--- src/sv/lkv_pkg.sv ---
`default_nettype none
package lkv_pkg;

  localparam int KEY_W  = 16;
  localparam int DATA_W = 32;
  localparam int CAP_W  = 5;

  localparam logic [CAP_W-1:0] CAP_RESET = 5'd16;

  localparam logic REQ_GET = 1'b0;
  localparam logic REQ_SET = 1'b1;

  typedef enum logic {
    ST_IDLE,
    ST_BUSY
  } state_t;

  // controller to datapath
  typedef struct packed {
    logic load;    // capture the request word
    logic commit;  // look up, update the slots and load the result
  } cmd_t;

endpackage
`default_nettype wire

--- src/sv/lkv_ctrl.sv ---
`default_nettype none
module lkv_ctrl (
  input  wire           clk,
  input  wire           rst_n,
  input  wire           in_valid,
  output logic          in_ready,
  output logic          out_valid,
  input  wire           out_ready,
  output lkv_pkg::cmd_t cmd
);
  import lkv_pkg::*;

  state_t state_r, state_nxt;
  logic   out_valid_r, out_valid_nxt;

  always_ff @(posedge clk) begin
    if (!rst_n) begin
      state_r     <= ST_IDLE;
      out_valid_r <= 1'b0;
    end else begin
      state_r     <= state_nxt;
      out_valid_r <= out_valid_nxt;
    end
  end

  always_comb begin
    state_nxt     = state_r;
    out_valid_nxt = out_valid_r;
    in_ready      = 1'b0;
    cmd           = '0;
    if (out_ready) begin
      out_valid_nxt = 1'b0;
    end
    case (state_r)
      ST_IDLE: begin
        in_ready = 1'b1;
        if (in_valid) begin
          cmd.load  = 1'b1;
          state_nxt = ST_BUSY;
        end
      end
      ST_BUSY: begin
        // hold until the result register is free
        if (!out_valid_r || out_ready) begin
          cmd.commit    = 1'b1;
          out_valid_nxt = 1'b1;
          state_nxt     = ST_IDLE;
        end
      end
      default: begin
        state_nxt = ST_IDLE;
      end
    endcase
  end

  assign out_valid = out_valid_r;

endmodule
`default_nettype wire

--- src/sv/lkv_dp.sv ---
`default_nettype none
module lkv_dp #(
  parameter int DEPTH = 16
) (
  input  wire                               clk,
  input  wire                               rst_n,
  input  wire lkv_pkg::cmd_t                cmd,
  input  wire                               cfg_we,
  input  wire        [lkv_pkg::CAP_W-1:0]   cfg_wdata,
  input  wire                               in_req_type,
  input  wire        [lkv_pkg::KEY_W-1:0]   in_key,
  input  wire signed [lkv_pkg::DATA_W-1:0]  in_value,
  output logic                              out_hit,
  output logic signed [lkv_pkg::DATA_W-1:0] out_data
);
  import lkv_pkg::*;

  localparam int IW = (DEPTH > 1) ? $clog2(DEPTH) : 1;
  localparam int CW = $clog2(DEPTH + 1);
  localparam int WW = (CW > CAP_W) ? CW : CAP_W;

  // request word
  logic              req_type_r;
  logic [KEY_W-1:0]  key_r;
  logic [DATA_W-1:0] value_r;

  logic [CAP_W-1:0]  capacity_r;
  logic [CW-1:0]     live_count_r, live_count_nxt;

  // slot 0 is most recent; live slots are 0 .. live_count_r-1
  logic [KEY_W-1:0]  slot_key_r  [DEPTH];
  logic [DATA_W-1:0] slot_data_r [DEPTH];

  logic [DEPTH-1:0]  match;
  logic              present;
  logic [IW-1:0]     pos;
  logic [IW-1:0]     pos_eff;
  logic [DATA_W-1:0] hit_data;
  logic              slots_we;

  logic [WW-1:0]     cap_w, cap_eff, after_rm, kept;

  always_ff @(posedge clk) begin
    if (cmd.load) begin
      req_type_r <= in_req_type;
      key_r      <= in_key;
      value_r    <= DATA_W'(in_value);
    end
  end

  always_ff @(posedge clk) begin
    if (!rst_n) begin
      capacity_r   <= CAP_RESET;
      live_count_r <= '0;
    end else begin
      if (cfg_we) begin
        capacity_r <= cfg_wdata;
      end
      if (cmd.commit) begin
        live_count_r <= live_count_nxt;
      end
    end
  end

  // parallel compare; keys are unique among live slots, so OR the indices
  always_comb begin
    pos      = '0;
    hit_data = '0;
    for (int i = 0; i < DEPTH; i++) begin
      match[i] = (CW'(i) < live_count_r) && (slot_key_r[i] == key_r);
      if (match[i]) begin
        pos      = pos | IW'(i);
        hit_data = hit_data | slot_data_r[i];
      end
    end
    present = |match;
    // a hit rotates up to its slot; a new key shifts the whole row
    pos_eff = present ? pos : IW'(DEPTH - 1);
  end

  always_comb begin
    cap_w    = WW'(capacity_r);
    if (cap_w == '0) begin
      cap_eff = WW'(1);
    end else if (cap_w > WW'(DEPTH)) begin
      cap_eff = WW'(DEPTH);
    end else begin
      cap_eff = cap_w;
    end
    after_rm = WW'(live_count_r) - WW'(present);
    kept     = (after_rm < cap_eff - WW'(1)) ? after_rm : cap_eff - WW'(1);
    if (req_type_r == REQ_SET) begin
      live_count_nxt = CW'(kept + WW'(1));
    end else begin
      live_count_nxt = live_count_r;
    end
    slots_we = cmd.commit && ((req_type_r == REQ_SET) || present);
  end

  always_ff @(posedge clk) begin
    if (slots_we) begin
      slot_key_r[0]  <= key_r;
      slot_data_r[0] <= (req_type_r == REQ_SET) ? value_r : hit_data;
      for (int i = 1; i < DEPTH; i++) begin
        if (IW'(i) <= pos_eff) begin
          slot_key_r[i]  <= slot_key_r[i-1];
          slot_data_r[i] <= slot_data_r[i-1];
        end
      end
    end
  end

  always_ff @(posedge clk) begin
    if (cmd.commit) begin
      out_hit  <= present;
      out_data <= ((req_type_r == REQ_GET) && present) ? $signed(hit_data) : '0;
    end
  end

endmodule
`default_nettype wire

--- src/sv/lru_key_value_cache.sv ---
// Channel   Handshake              Word
// in        in_valid / in_ready    in_req_type, in_key, in_value
// out       out_valid / out_ready  out_hit, out_data
// cfg       cfg_we (no wait)       cfg_wdata (capacity)
//
// Each request is first captured into the request register, then its key is
// compared against all live slots and the slot row rotated in a single step.
// A new request is taken while the previous result waits in the out register;
// its commit waits until that register is free.
// rst_n is synchronous: the cache comes up empty with capacity 16.
`default_nettype none
module lru_key_value_cache #(
  parameter int DEPTH = 16
) (
  input  wire                               clk,
  input  wire                               rst_n,
  input  wire                               in_valid,
  output logic                              in_ready,
  input  wire                               in_req_type,
  input  wire        [lkv_pkg::KEY_W-1:0]   in_key,
  input  wire signed [lkv_pkg::DATA_W-1:0]  in_value,
  output logic                              out_valid,
  input  wire                               out_ready,
  output logic                              out_hit,
  output logic signed [lkv_pkg::DATA_W-1:0] out_data,
  input  wire                               cfg_we,
  input  wire        [lkv_pkg::CAP_W-1:0]   cfg_wdata
);
  import lkv_pkg::*;

  cmd_t cmd;

  lkv_ctrl u_ctrl (
    .clk       (clk),
    .rst_n     (rst_n),
    .in_valid  (in_valid),
    .in_ready  (in_ready),
    .out_valid (out_valid),
    .out_ready (out_ready),
    .cmd       (cmd)
  );

  lkv_dp #(
    .DEPTH (DEPTH)
  ) u_dp (
    .clk         (clk),
    .rst_n       (rst_n),
    .cmd         (cmd),
    .cfg_we      (cfg_we),
    .cfg_wdata   (cfg_wdata),
    .in_req_type (in_req_type),
    .in_key      (in_key),
    .in_value    (in_value),
    .out_hit     (out_hit),
    .out_data    (out_data)
  );

`ifndef SYNTHESIS
  a_busy_after_accept: assert property (@(posedge clk) disable iff (!rst_n)
    (in_valid && in_ready) |=> !in_ready)
    else $error("input taken while a request is in flight");

  a_commit_shows_result: assert property (@(posedge clk) disable iff (!rst_n)
    cmd.commit |=> (out_valid && in_ready))
    else $error("committed result not presented");

  a_load_commit_apart: assert property (@(posedge clk) disable iff (!rst_n)
    !(cmd.load && cmd.commit))
    else $error("load and commit in the same cycle");
`endif

endmodule
`default_nettype wire

--- config.mk ---
export PLATFORM = sky130hd
export DESIGN_NAME = lru_key_value_cache
export DESIGN_NICKNAME = d
export VERILOG_FILES = /design/src/sv/lkv_pkg.sv /design/src/sv/lkv_ctrl.sv /design/src/sv/lkv_dp.sv /design/src/sv/lru_key_value_cache.sv
export SDC_FILE = /design/constraint.sdc
export NUM_CORES = 1
export LEC_CHECK = 0
export BUFFER_PORTS_ARGS = -buffer_cell sky130_fd_sc_hd__buf_2
export CORE_UTILIZATION = 50
export CTS_CLUSTER_SIZE = 20
export DETAILED_ROUTE_END_ITERATION = 6
export GPL_ROUTABILITY_DRIVEN = 0
export PLACE_DENSITY = 0.72
export SLEW_MARGIN = 20
export SYNTH_ARGS = -nofsm -noshare
export SYNTH_HDL_FRONTEND = slang
export SYNTH_SLANG_ARGS = --single-unit
--- constraint.sdc ---
create_clock -name clk -period 17 [get_ports clk]
set_clock_uncertainty 0.05 [all_clocks]
set_input_delay 0.85 -clock clk [delete_from_list [all_inputs] [get_ports clk]]
set_output_delay 0.85 -clock clk [all_outputs]
set_load 0.005 [all_outputs]
==> flow_results.xml <==
<?xml version="1.0" encoding="UTF-8"?>
<metrics>
  <group name="detailed_routing">
    <metric name="dr.first_iter.drc_count" unit="">2648</metric>
    <metric name="drt_wl_total" unit="µm">81600</metric>
    <metric name="remaining_drc_errors" unit="">0</metric>
    <metric name="drt.antenna.violating_nets" unit="">0</metric>
    <metric name="routed_wire_length_per_instance" unit="µm">27.5</metric>
    <metric name="vias_per_cell" unit="">6.27</metric>
    <metric name="firstDrtPassIters" unit="">6</metric>
    <metric name="num_vias" unit="">18582</metric>
  </group>
  <group name="sta">
    <metric name="timing.max_slew.rel_slack" unit="%">25.4</metric>
    <metric name="fmaxAchievable" unit="GHz">0.162</metric>
    <metric name="setup_violations" unit="">0</metric>
    <metric name="timing_hold_violations_final" unit="">0</metric>
    <metric name="maxSlewViolCount" unit="">0</metric>
    <metric name="final_min_period_over_clock_period" unit="%">36.3</metric>
    <metric name="worstMarginPinSlew" unit="ns">1.12</metric>
    <metric name="min_tclk_post_route" unit="ns">6.17</metric>
    <metric name="grt_setup_unrepaired" unit="">false</metric>
    <metric name="totalNegativeSetupSlack" unit="ns">0</metric>
    <metric name="fin_ws" unit="ns">10.83</metric>
    <metric name="whs" unit="ns">0.336</metric>
  </group>
  <group name="power">
    <metric name="total_power" unit="mW">4.61</metric>
    <metric name="cellLeakagePower" unit="nW">12.4</metric>
    <metric name="vdd.ir_drop.worst" unit="mV">0.0816</metric>
    <metric name="powerDensity" unit="nW/µm²">123</metric>
  </group>
  <group name="clock_tree">
    <metric name="cts.clk_slew.worst_paths" unit="ns">0.06</metric>
    <metric name="htree_depth" unit="">3</metric>
    <metric name="number_of_resized_instances_in_the_post_cts_repair_step" unit="">0</metric>
    <metric name="cts_setup_buffers" unit="">0</metric>
    <metric name="clock_insertion_delay_worst_skew" unit="ns">0.64</metric>
    <metric name="root_buffer" unit="">sky130_fd_sc_hd__clkbuf_16</metric>
    <metric name="cts-root-to-sink-buffers" unit="">3</metric>
    <metric name="total_cts_buffers" unit="">85</metric>
    <metric name="cts_tree" unit="">done</metric>
    <metric name="holdBufCountCts" unit="">0</metric>
    <metric name="cts.sink_count" unit="">862</metric>
  </group>
  <group name="min_path">
    <metric name="hold_end" unit="">u_dp.value_r[10]</metric>
    <metric name="min_delay_src" unit="">in_value[10]</metric>
    <metric name="timing.hold.worst.class" unit="">input pin to register</metric>
    <metric name="hold_depth" unit="">1</metric>
  </group>
  <group name="synthesis">
    <metric name="async_flop_share" unit="%">0</metric>
    <metric name="post_synth_instance_area" unit="µm²">33200</metric>
    <metric name="dominantRegCellSynth" unit="">sky130_fd_sc_hd__edfxtp_1</metric>
    <metric name="ys_types" unit="">53</metric>
    <metric name="synth.top_cells.by_area" unit="">sky130_fd_sc_hd__edfxtp_1 77%, sky130_fd_sc_hd__a22oi_1 4.4%, sky130_fd_sc_hd__xor2_1 4.4%</metric>
    <metric name="synth.top_cell.area_share" unit="%">76.8</metric>
    <metric name="ys_seq_elements" unit="">862</metric>
    <metric name="yosysMostFrequentCell" unit="">sky130_fd_sc_hd__edfxtp_1</metric>
    <metric name="yosysSeqAreaShare" unit="%">77.6</metric>
    <metric name="synth_enable_flop_cells" unit="">850</metric>
    <metric name="yosysWarnings" unit="">0</metric>
    <metric name="synthesis.instances" unit="">1907</metric>
    <metric name="syn_area_per_cell" unit="µm²">17.4</metric>
    <metric name="ys_top_cells_by_count" unit="">850 x sky130_fd_sc_hd__edfxtp_1, 194 x sky130_fd_sc_hd__a22oi_1, 166 x sky130_fd_sc_hd__xor2_1</metric>
    <metric name="syn_nets" unit="">1974</metric>
    <metric name="synth_top_area_cell" unit="">sky130_fd_sc_hd__edfxtp_1</metric>
  </group>
  <group name="critical_path">
    <metric name="rr_endpoint" unit="">u_dp.live_count_r[4]</metric>
    <metric name="worstReg2RegStart" unit="">u_dp.key_r[9]</metric>
    <metric name="critPathRequiredTime" unit="ns">17.51</metric>
    <metric name="cp-end-kind" unit="">register</metric>
    <metric name="timing.reg2reg.worst_path_depth" unit="">22</metric>
    <metric name="critical_path_arrival" unit="ns">6.68</metric>
    <metric name="reg2reg_setup_slack" unit="ns">10.83</metric>
    <metric name="setup.worst_path.start_class" unit="">register</metric>
    <metric name="critical_path_class" unit="">register to register</metric>
    <metric name="worstPathMaxFanout" unit="">35</metric>
  </group>
  <group name="placed_design">
    <metric name="post-place-ws" unit="ns">10.87</metric>
    <metric name="place.detailed.hpwl" unit="µm">47500</metric>
    <metric name="placed_area" unit="µm²">34700</metric>
    <metric name="placed_cells_incl_taps" unit="">2811</metric>
    <metric name="buffer_ports.inserted" unit="">93</metric>
  </group>
  <group name="floorplan">
    <metric name="chipWidth" unit="µm">260</metric>
    <metric name="design.core.area" unit="µm²">65700</metric>
    <metric name="die_h" unit="µm">260</metric>
    <metric name="start_util" unit="%">50.5</metric>
    <metric name="num_rows" unit="">94</metric>
    <metric name="total_i_o_pin_count" unit="">94</metric>
    <metric name="dieArea" unit="µm²">67500</metric>
  </group>
  <group name="global_routing">
    <metric name="initial_antenna_violation_count" unit="">0</metric>
    <metric name="grt.total_usage" unit="%">24.3</metric>
    <metric name="pin_count_of_the_biggest_net_entering_global_routing" unit="">56</metric>
    <metric name="grt_pass1_vias" unit="">18859</metric>
    <metric name="grt_first_pass_wirelength" unit="µm">120000</metric>
    <metric name="grt-ovfl-total" unit="">0</metric>
  </group>
  <group name="finish">
    <metric name="antennaDiodeCount" unit="">0</metric>
    <metric name="stdcell_area" unit="µm²">37500</metric>
    <metric name="final_core_utilization" unit="%">57.0</metric>
    <metric name="finalNetCount" unit="">2102</metric>
    <metric name="layout-drive-gt1-share" unit="%">14.5</metric>
    <metric name="area.growth.synth_to_final" unit="%">12.8</metric>
    <metric name="stdcell_count" unit="">2966</metric>
    <metric name="fillers" unit="">4816</metric>
  </group>
  <group name="run">
    <metric name="maxCapViolCount" unit="">0</metric>
  </group>
  <group name="run_status">
    <metric name="outcome" unit="">finished, final reports clean</metric>
  </group>
</metrics>
==> worst max-delay path, stage by stage, from the launching register on <==
cell and delay, ns:
sky130_fd_sc_hd__edfxtp_1 1.09, sky130_fd_sc_hd__xor2_1 0.17, sky130_fd_sc_hd__nor4_1 0.35, sky130_fd_sc_hd__nand4_1 0.22
sky130_fd_sc_hd__nor4_4 0.29, sky130_fd_sc_hd__buf_4 0.57, sky130_fd_sc_hd__nor4_2 0.18, sky130_fd_sc_hd__nand4_4 0.28
sky130_fd_sc_hd__ha_1 0.23, sky130_fd_sc_hd__ha_1 0.19, sky130_fd_sc_hd__nor3b_1 0.24, sky130_fd_sc_hd__xnor2_1 0.18
sky130_fd_sc_hd__inv_1 0.09, sky130_fd_sc_hd__ha_1 0.32, sky130_fd_sc_hd__nand4_1 0.10, sky130_fd_sc_hd__a21oi_1 0.05
sky130_fd_sc_hd__a211oi_2 0.50, sky130_fd_sc_hd__nor2_1 0.09, sky130_fd_sc_hd__a21oi_1 0.26, sky130_fd_sc_hd__ha_1 0.24
sky130_fd_sc_hd__nand3_1 0.09, sky130_fd_sc_hd__xor2_1 0.17, sky130_fd_sc_hd__a21oi_1 0.14
==> power breakdown <==
group | internal, mW | switching, mW
logic | 0.0563 | 0.142
registers | 2.45 | 0.0638
clock network | 1.10 | 0.795
==> cell families after synthesis <==
family / share of synthesized area [%]
xor+xnor: 6.94
flops: 77.6
buf+inv: 1.96
compound gates: 7.50
mux: 0.332
fa+ha+maj: 0.301
simple gates: 5.40
==> flip-flops by register name, indices dropped and copies added, names as in the netlist <==
signal / flops
u_dp.slot_data_r: 512
u_dp.slot_key_r: 256
u_dp.out_data: 32
u_dp.value_r: 32
u_dp.key_r: 16
u_dp.cap_w: 5
u_dp.live_count_r: 5
u_ctrl.out_valid: 1
u_ctrl.state_r: 1
u_dp.out_hit: 1
u_dp.req_type_r: 1
==> how the worst max path moves through the flow <==
| stage | start | endpoint | slack, ns | cells after the start |
|---|---|---|---|---|
| after floorplan | out_ready | u_dp.slot_data_r[9][0] | 10.81 | 6 |
| after global placement | u_dp.key_r[8] | u_dp.slot_data_r[9][6] | 10.97 | 12 |
| after detailed placement | u_dp.key_r[8] | u_dp.live_count_r[4] | 10.87 | 22 |
| after CTS | u_dp.key_r[8] | u_dp.live_count_r[4] | 10.83 | 22 |
| after global routing | u_dp.key_r[7] | u_dp.live_count_r[4] | 10.41 | 22 |
| final | u_dp.key_r[9] | u_dp.live_count_r[4] | 10.83 | 22 |
==> cell type report <==
type                            instances  area [µm²]  area share [%]
Inverter                               13        48.8           0.130
Multi-Input combinational cell        934        6970            18.6
Clock buffer                          106        2270            6.06
Sequential cell                       862       25800            68.8
Tap cell                              864        1080            2.89
Timing Repair Buffer                  139         818            2.18
Clock inverter                         48         507            1.35
==> layout by cell type, fill, tap and decap left out, types with 6 or more instances in the layout <==
cell                        synthesis  layout
sky130_fd_sc_hd__a21oi_1           49      43
sky130_fd_sc_hd__a21oi_4            0       6
sky130_fd_sc_hd__a221oi_1          31      31
sky130_fd_sc_hd__a22o_1            31      31
sky130_fd_sc_hd__a22oi_1          194     194
sky130_fd_sc_hd__buf_2             32      93
sky130_fd_sc_hd__buf_4             28      45
sky130_fd_sc_hd__bufinv_16          0      10
sky130_fd_sc_hd__clkbuf_1          26      18
sky130_fd_sc_hd__clkbuf_16          0      88
sky130_fd_sc_hd__clkinv_1           0      16
sky130_fd_sc_hd__clkinv_2           0      13
sky130_fd_sc_hd__dfxtp_1           12      12
sky130_fd_sc_hd__edfxtp_1         850     850
sky130_fd_sc_hd__ha_1               8       8
sky130_fd_sc_hd__inv_1             13       9
sky130_fd_sc_hd__mux2i_1           11      11
sky130_fd_sc_hd__nand2_1           26      23
sky130_fd_sc_hd__nand3_1           40      40
sky130_fd_sc_hd__nand4_1           58      58
sky130_fd_sc_hd__nor2_1           107     105
sky130_fd_sc_hd__nor2b_1            8       7
sky130_fd_sc_hd__nor4_1            43      43
sky130_fd_sc_hd__nor4_4             5       7
sky130_fd_sc_hd__o21ai_0            7       7
sky130_fd_sc_hd__xnor2_1           97      97
sky130_fd_sc_hd__xor2_1           166     166
==> metal layers <==
metal	wire length [µm]	vias to the layer above	global-route usage, %
li1	-	7778	-
met1	30500	9189	32.1
met2	38600	1389	38.6
met3	9380	226	5.19
met4	3130	0	11.1
met5	0	-	0
Power figures use the tool's default switching activity.
